[config.mk]
export PLATFORM = sky130hd
export DESIGN_NAME = number_to_ascii_digits_unit
export DESIGN_NICKNAME = d
export VERILOG_FILES = /design/src/rtl/n2a_pkg.sv /design/src/rtl/number_to_ascii_digits_unit.sv /design/src/rtl/n2a_ctrl.sv /design/src/rtl/n2a_dp.sv
export SDC_FILE = /design/constraint.sdc
export NUM_CORES = 1
export LEC_CHECK = 0
export BUFFER_PORTS_ARGS = -buffer_cell sky130_fd_sc_hd__clkbuf_2
export CAP_MARGIN = 20
export CORE_UTILIZATION = 45
export CTS_CLUSTER_SIZE = 30
export DETAILED_ROUTE_END_ITERATION = 10
export PLACE_DENSITY = 0.71
export SYNTH_ARGS = -nofsm -noshare
export SYNTH_HDL_FRONTEND = slang
export SYNTH_SLANG_ARGS = --single-unit
[constraint.sdc]
create_clock -name clk -period 2.6 [get_ports clk]
set_clock_uncertainty 0.05 [all_clocks]
set_input_delay 0.78 -clock clk [delete_from_list [all_inputs] [get_ports clk]]
set_output_delay 0.78 -clock clk [all_outputs]
set_load 0.02 [all_outputs]
[src/rtl/n2a_pkg.sv]
// ----------------------------------------------------------------------------
// n2a_pkg
// Shared types, codes and helpers for the number to ASCII digits unit.
// ----------------------------------------------------------------------------
package n2a_pkg;

	localparam int IN_VALUE_W = 32;
	localparam int CHAR_W     = 7;

	localparam logic [1:0] MODE_DEC = 2'd0;

	localparam logic [CHAR_W-1:0] CHAR_ZERO    = 7'h30;
	localparam logic [CHAR_W-1:0] CHAR_LOWER_A = 7'h61;
	localparam logic [CHAR_W-1:0] CHAR_UPPER_A = 7'h41;
	localparam logic [3:0]        NIB_TEN      = 4'd10;

	typedef struct packed {
		logic [1:0]            mode;
		logic [IN_VALUE_W-1:0] value;
	} in_t;

	typedef struct packed {
		logic [CHAR_W-1:0] digit_char;
		logic              last;
	} out_t;

	typedef struct packed {
		logic load;
		logic dabble;
		logic shift;
		logic emit;
		logic last;
	} cmd_t;

	typedef struct packed {
		logic top_zero;
		logic out_free;
	} sts_t;

	function automatic logic [CHAR_W-1:0] to_ascii(input logic [3:0] nib, input logic upper);
		logic [CHAR_W-1:0] base;
		if (nib < NIB_TEN) begin
			return CHAR_ZERO + CHAR_W'(nib);
		end
		base = upper ? CHAR_UPPER_A : CHAR_LOWER_A;
		return base + CHAR_W'(nib - NIB_TEN);
	endfunction

endpackage

[src/rtl/number_to_ascii_digits_unit.sv]
// ----------------------------------------------------------------------------
// number_to_ascii_digits_unit
// Converts one binary value to ASCII decimal or hex digits, MSB digit first.
// ----------------------------------------------------------------------------
//  channel  | signals                    | word
//  ---------+----------------------------+------------------------------
//  item     | item_valid, item_stall     | in_t  {mode, value}
//  digit    | digit_valid, digit_stall   | out_t {digit_char, last}
//
//  Decimal: a load, VALUE_BITS shift-add-3 steps (capped at 32), a skip of
//  leading zero digits that keeps at least one, then one digit per cycle
//  unless digit_stall holds the output. Hex skips the conversion steps.
//  The next word is taken once the last digit sits in the output register.
//  Reset clears the sequencer and output valid; digit_stall holds emission.
// ----------------------------------------------------------------------------
module number_to_ascii_digits_unit import n2a_pkg::*; #(
	parameter int VALUE_BITS = 32
) (
	input  logic clk,
	input  logic arst_n,
	input  logic item_valid,
	output logic item_stall,
	input  in_t  item,
	output logic digit_valid,
	input  logic digit_stall,
	output out_t digit
);

	cmd_t cmd;
	sts_t sts;
	logic busy;

	assign item_stall = busy;

	n2a_ctrl #(
		.VALUE_BITS(VALUE_BITS)
	) u_ctrl (
		.clk   (clk),
		.arst_n(arst_n),
		.start (item_valid),
		.is_hex(item.mode != MODE_DEC),
		.sts   (sts),
		.cmd   (cmd),
		.busy  (busy)
	);

	n2a_dp #(
		.VALUE_BITS(VALUE_BITS)
	) u_dp (
		.clk        (clk),
		.arst_n     (arst_n),
		.item       (item),
		.cmd        (cmd),
		.sts        (sts),
		.digit_stall(digit_stall),
		.digit_valid(digit_valid),
		.digit      (digit)
	);

endmodule

[src/rtl/n2a_ctrl.sv]
// ----------------------------------------------------------------------------
// n2a_ctrl
// Sequencer: load, binary to BCD steps (decimal only), leading zero skip, digit emit.
// ----------------------------------------------------------------------------
module n2a_ctrl import n2a_pkg::*; #(
	parameter int VALUE_BITS = 32
) (
	input  logic clk,
	input  logic arst_n,
	input  logic start,
	input  logic is_hex,
	input  sts_t sts,
	output cmd_t cmd,
	output logic busy
);

	localparam int VB   = (VALUE_BITS < IN_VALUE_W) ? VALUE_BITS : IN_VALUE_W;
	localparam int NDIG = (VB * 30103) / 100000 + 1;
	localparam int HDIG = (VB + 3) / 4;
	localparam int CW   = $clog2(NDIG + 1);
	localparam int SW   = $clog2(VB);

	typedef enum logic [1:0] {
		ST_IDLE,
		ST_CONV,
		ST_SKIP,
		ST_EMIT
	} state_t;

	state_t        state_q;
	logic [CW-1:0] cnt_q;
	logic [SW-1:0] step_q;

	always_comb begin
		cmd        = '0;
		cmd.last   = (cnt_q == CW'(1));
		unique case (state_q)
			ST_IDLE: cmd.load   = start;
			ST_CONV: cmd.dabble = 1'b1;
			ST_SKIP: cmd.shift  = sts.top_zero && (cnt_q > CW'(1));
			ST_EMIT: cmd.emit   = sts.out_free;
			default: cmd        = '0;
		endcase
	end

	assign busy = (state_q != ST_IDLE);

	always_ff @(posedge clk or negedge arst_n) begin
		if (!arst_n) begin
			state_q <= ST_IDLE;
			cnt_q   <= '0;
			step_q  <= '0;
		end else begin
			unique case (state_q)
				ST_IDLE: begin
					if (start) begin
						step_q  <= '0;
						cnt_q   <= is_hex ? CW'(HDIG) : CW'(NDIG);
						state_q <= is_hex ? ST_SKIP : ST_CONV;
					end
				end
				ST_CONV: begin
					step_q <= step_q + SW'(1);
					if (step_q == SW'(VB - 1)) begin
						state_q <= ST_SKIP;
					end
				end
				ST_SKIP: begin
					if (cmd.shift) begin
						cnt_q <= cnt_q - CW'(1);
					end else begin
						state_q <= ST_EMIT;
					end
				end
				ST_EMIT: begin
					if (cmd.emit) begin
						cnt_q <= cnt_q - CW'(1);
						if (cmd.last) begin
							state_q <= ST_IDLE;
						end
					end
				end
				default: state_q <= ST_IDLE;
			endcase
		end
	end

endmodule

[src/rtl/n2a_dp.sv]
// ----------------------------------------------------------------------------
// n2a_dp
// Datapath: shift-add-3 BCD converter, digit shifter and output register.
// ----------------------------------------------------------------------------
module n2a_dp import n2a_pkg::*; #(
	parameter int VALUE_BITS = 32
) (
	input  logic clk,
	input  logic arst_n,
	input  in_t  item,
	input  cmd_t cmd,
	output sts_t sts,
	input  logic digit_stall,
	output logic digit_valid,
	output out_t digit
);

	localparam int VB   = (VALUE_BITS < IN_VALUE_W) ? VALUE_BITS : IN_VALUE_W;
	localparam int NDIG = (VB * 30103) / 100000 + 1;
	localparam int HDIG = (VB + 3) / 4;
	localparam int DW   = 4 * NDIG;
	localparam int HW   = 4 * HDIG;

	logic [VB-1:0] bin_q;
	logic [DW-1:0] dig_q;
	logic [DW-1:0] adj;
	logic [DW-1:0] hex_load;
	logic          upper_q;
	logic          valid_q;
	out_t          digit_q;
	logic [3:0]    top_nib;

	assign top_nib  = dig_q[DW-1 -: 4];
	assign hex_load = DW'(item.value[VB-1:0]) << (DW - HW);

	always_comb begin
		for (int i = 0; i < NDIG; i++) begin
			adj[4*i +: 4] = (dig_q[4*i +: 4] >= 4'd5) ? dig_q[4*i +: 4] + 4'd3
			                                            : dig_q[4*i +: 4];
		end
	end

	always_ff @(posedge clk) begin
		if (cmd.load) begin
			bin_q   <= item.value[VB-1:0];
			upper_q <= item.mode[1];
			dig_q   <= (item.mode != MODE_DEC) ? hex_load : '0;
		end else if (cmd.dabble) begin
			dig_q <= {adj[DW-2:0], bin_q[VB-1]};
			bin_q <= bin_q << 1;
		end else if (cmd.shift || cmd.emit) begin
			dig_q <= dig_q << 4;
		end
		if (cmd.emit) begin
			digit_q.digit_char <= to_ascii(top_nib, upper_q);
			digit_q.last       <= cmd.last;
		end
	end

	always_ff @(posedge clk or negedge arst_n) begin
		if (!arst_n) begin
			valid_q <= 1'b0;
		end else if (cmd.emit) begin
			valid_q <= 1'b1;
		end else if (!digit_stall) begin
			valid_q <= 1'b0;
		end
	end

	assign sts.top_zero = (top_nib == 4'd0);
	assign sts.out_free = !valid_q || !digit_stall;
	assign digit_valid  = valid_q;
	assign digit        = digit_q;

endmodule

Word-level counts from Yosys, hierarchy flattened
Cells that the tools add are included.
Word-level totals
  flip-flop bits (word level): 93
  bits of input ports: 38
  word-level logic and storage cells: 105
Cells by class
  $add $sub $neg: 15
  magnitude comparators: 12
  eq/ne operators: 12
  multiplexer cells: 41
  reduce and logical (&&, ||, !) cells: 16
Operator list (count)
  $mux W40: 4
  $mux W32: 2
  $mux W4: 12
  $ge A4 B3 Y1 const B: 10
  $add A4 B2 Y4 const B: 9
  $mux W2: 7
  $mux W7: 2
  $pmux W4 S3: 1
  $ne A2 B1 Y1 const B: 5
  $pmux W5 S2: 1
  $mux W1: 8
  $pmux W2 S4: 1
  $reduce_bool A2 Y1: 4
  $add A6 B4 Y7 const A: 1
  $add A7 B7 Y7: 1
  $mux W6: 1
  $reduce_bool A3 Y1: 2
  $add A5 B1 Y5 const B: 1
  $eq A5 B5 Y1 const B: 1
  $mux W5: 1
  $reduce_and A5 Y1: 1
  $sub A4 B4 Y5 const B: 1
  $eq A2 B2 Y1 const B: 2
  $eq A4 B1 Y1 const B: 1
  other kinds (14): 17

Longest topological paths before layout
  word-level depth: 7
  depth in mapped cells: 8

Cells and area by module
A second synthesis with hierarchy kept.
Unflattened totals
  cells, all modules: 494
  area total of the unflattened synthesis: 5439.0 sq um
By module, submodules not included
  n2a_dp: times used 1, cells each 419, area an instance 4692.0 sq um, seq. area each 2457.4 sq um
  n2a_ctrl: times used 1, cells each 74, area an instance 740.7 sq um, seq. area each 275.3 sq um
  number_to_ascii_digits_unit: times used 1, cells each 1, area an instance 6.3 sq um, seq. area each 0.0 sq um

Worst setup path before layout
No wires, ideal clock.
  path type: input to register
  start point: in item_valid
  end point: reg u_dp.dig_q[0] (enable)
  setup time: 631 ps
  arrival time: 2323 ps
  setup slack: -404 ps
  stages: 5
  path through: buf_4 > nand2_1 > clkinv_1 > nor2_1 > nand3b_1
On the way
  longest elaborated chain between the ends: 2
Ends and longest elaborated chain
  start, declared: line number_to_ascii_digits_unit.sv:21  | input logic item_valid,
  $mux W1: line n2a_ctrl.sv:37  | unique case (state_q)
  $reduce_bool A3 Y1 (no source line)
  end signal, assigned: line n2a_dp.sv:47  | dig_q <= (item.mode != MODE_DEC) ? hex_load : '0;
  end signal, assigned: line n2a_dp.sv:49  | dig_q <= {adj[DW-2:0], bin_q[VB-1]};
  end signal, assigned: line n2a_dp.sv:52  | dig_q <= dig_q << 4;
  end, declared: line n2a_dp.sv:25  | logic [DW-1:0] dig_q;
No other way between the ends.
A chain may end at the register's enable or synchronous reset.

Final worst setup path
  start point: reg u_ctrl.state_q[1]
  end point: out item_stall
On the way
  longest elaborated chain between the ends: 1
Ends and longest elaborated chain
  start, declared: line n2a_ctrl.sv:30  | state_t state_q;
  start signal, assigned: line n2a_ctrl.sv:59  | state_q <= is_hex ? ST_SKIP : ST_CONV;
  $reduce_bool A2 Y1: line n2a_ctrl.sv:46  | assign busy = (state_q != ST_IDLE);
  end, declared: line number_to_ascii_digits_unit.sv:22  | output logic item_stall,
No other way between the ends.

==> flow_metrics.env <==
export IMPL_cp_data_arrival_time_ps=1680
export IMPL_io_pins=48
export IMPL_status="completed"
export IMPL_avgRoutedWirePerCell_um=15.86
export IMPL_seq_area_frac_synth_pct=49.65
export IMPL_clkTransAtPathRegs_ps=70
export IMPL_timing_fmax_ghz=0.3986
export IMPL_drive_gt1_share_pct=14.98
export IMPL_yosys_warnings=0
export IMPL_cts_root_buf="clkbuf_16"
export IMPL_drv_slew=0
export IMPL_synth_common_cells="nand2_1, edfxtp_1, a21oi_1"
export IMPL_io_buffers=47
export IMPL_n_fill_cell=1078
export IMPL_critPathMaxFanout=13
export IMPL_ff_latch_area_um2=2733
export IMPL_synth_top_area_cell="edfxtp_1"
export IMPL_place_gp_congestion=0.8348
export IMPL_mappedNetlistNets=624
export IMPL_cts_sinks=93
export IMPL_max_slew_worst_pin_slew_ps=781.6
export IMPL_post_cts_setup_buffer_count=0
export IMPL_max_vdd_ir_drop_uv=598.0
export IMPL_first_global_vias=4073
export IMPL_dieArea_um2=12680
export IMPL_avgSynthCellArea_um2=9.989
export IMPL_totalPowerFinal_w=0.008674
export IMPL_syn_inst=551
export IMPL_finalInstanceArea_um2=6210
export IMPL_dp_hpwl_um=8303
export IMPL_rsz0062_at_grt="no"
export IMPL_fin_crit_ps=2509
export IMPL_async_flop_share_pct=12.90
export IMPL_setup_violations=0
export IMPL_slowest_stage="ha_1"
export IMPL_cp_end_kind="output port"
export IMPL_criticalPathCategory="reg -> out"
export IMPL_grt_pass1_wl_um=19820
export IMPL_period_share_pct=96.49
export IMPL_grt_max_degree=39
export IMPL_grt_overflow=0
export IMPL_ys_flop_type="edfxtp_1"
export IMPL_htree_levels=3
export IMPL_core_area_um2=11960
export IMPL_synth_area_leaders="edfxtp_1, ha_1, nand2_1"
export IMPL_via_per_inst=5.638
export IMPL_grt_usage_pct=19.91
export IMPL_synthMostInstantiatedCell="nand2_1"
export IMPL_utilization_pct=51.91
export IMPL_cts_buffers=9
export IMPL_maxSlewHeadroom_pct=47.84
export IMPL_cp_start_kind="register"
export IMPL_cpPeakStageDelay_ps=460
export IMPL_initial_core_util_pct=46.01
export IMPL_syn_to_final_growth_pct=12.82
export IMPL_routed_wl_um=11860
export IMPL_cts_tree="yes"
export IMPL_die_w_um=112.6
export IMPL_antenna_found_initial=0
export IMPL_die_height_um=112.6
export IMPL_nNetsFinal=669
export IMPL_antennaDiodeCount=0
export IMPL_yosys_area_top_type_share_pct=44.19
export IMPL_placed_cell_area_um2=5927
export IMPL_placementRows=40
export IMPL_synth_area_um2=5504
export IMPL_drtIter0Drc=243
export IMPL_worst_endpoint_required_ps=1770
export IMPL_worstPathCellList="inv_1, ha_1, inv_1, clkbuf_2"
export IMPL_ant_nets=0
export IMPL_vias=4217
export IMPL_synth_distinct_cells=46
export IMPL_hold_viol_final=0
export IMPL_p_leak_nw=2.615
export IMPL_dr_pass1_iters=5
export IMPL_drcViolationCount=0
export IMPL_powerDensity_nw_per_um2=1397
export IMPL_ys_ff_latch=93
export IMPL_multiInputGateArea_um2=2536
export IMPL_clkLatencyLatePin_ps=350
export IMPL_tns_ps=0
export IMPL_ctsHoldBuffers=0
export IMPL_worst_hold_path_type="in -> async"
export IMPL_synth_edff_count=81
export IMPL_crit_top_cell="inv_1"
export IMPL_cts_resized=0
export IMPL_maxCapViolations=0
export IMPL_clock_path_buffers=2
==> flip-flops by register name (all words and copies together) (netlist names) <==
register,flops
u_dp.dig_q,40
u_dp.digit_valid,1
u_ctrl.step_q,5
u_ctrl.cnt_q,4
u_dp.bin_q,32
u_dp.upper_q,1
u_dp.digit,8
u_ctrl.state_q,2
==> area by class of cell <==
cell class	instances	share of cell area (%)
Sequential cell	93	44.01
Multi-Input combinational cell	398	40.84
Inverter	35	2.196
Clock buffer	10	3.687
Clock inverter	6	0.8664
Tap cell	147	2.962
Timing Repair Buffer	59	5.440
==> worst max-delay path: cells and delay by family, from the launching register on <==
family                     cells  cell delay [ps]
buffers and inverters          3              470
DFF                            1              400
adders and majority gates      1              460
==> path summary, 6_finish.rpt <==
| check | from | end | slack (ps) | cells after the start |
|---|---|---|---|---|
| max in group asynchronous | arst_n | u_ctrl.state_q[0]$_DFFE_PN0P_ | 1990 | 1 |
| min reg2reg | u_dp.bin_q[16]$_DFFE_PP_ | u_dp.bin_q[17]$_DFFE_PP_ | 470 | 2 |
| min | arst_n | u_ctrl.step_q[3]$_DFFE_PN0P_ | 260 | 1 |
| max | u_ctrl.state_q[1]$_DFFE_PN0P_ | item_stall | 90 | 4 |
| max reg2reg | u_ctrl.state_q[1]$_DFFE_PN0P_ | u_dp.dig_q[17]$_DFFE_PP_ | 370 | 7 |
| min in group clk | u_dp.bin_q[16]$_DFFE_PP_ | u_dp.bin_q[17]$_DFFE_PP_ | 470 | 2 |
==> layout by cell type, fill, tap and decap left out, types with 11 or more instances in the layout <==
master and instances:
o21ai_0 35, dfrtp_1 12, nor2_1 29, a22o_1 15, ha_1 35, edfxtp_1 81, buf_4 11, nand2_1 114
nand2b_1 11, xnor2_1 13, a21oi_1 35, a32oi_1 18, clkbuf_2 47, inv_1 34
==> stage by stage <==
| stage | cells | hold WS [ps] | setup WS [ps] |
|---|---|---|---|
| after floorplan | 551 | 432.3 | -162.7 |
| after global placement | 732 | 445.3 | 460.1 |
| after detailed placement | 732 | 452.9 | 384.7 |
| after CTS | 748 | 261.4 | 89.02 |
| after global routing | 748 | 273.7 | 4.113 |
| final | 748 | 262.8 | 91.17 |
==> cell families (layout without fill, tap and decap cells) <==
group / after synthesis / count (layout) / synth area share [%]
adder cells (fa/ha/maj): 35 / 35 / 7.956
multiplexers: 19 / 19 / 3.728
buffers and inverters: 60 / 110 / 4.660
XOR/XNOR: 18 / 18 / 2.864
AND/OR/NAND/NOR: 203 / 203 / 16.84
flip-flops: 93 / 93 / 49.65
AO/OA/AOI/OAI: 123 / 123 / 14.30
==> power breakdown <==
group | internal [W] | switching, W | leakage [nW]
logic | 0.00170 | 0.00234 | 1.55
registers | 0.00280 | 0.000549 | 0.924
clock network | 0.000735 | 0.000553 | 0.143
==> metal layers <==
metal | wire (um) | track usage, %
met5 | 0 | 0
met4 | 257 | 7.822
met2 | 5620 | 31.44
met1 | 5442 | 26.64
met3 | 539 | 4.482
(Power assumes the default switching activity.)
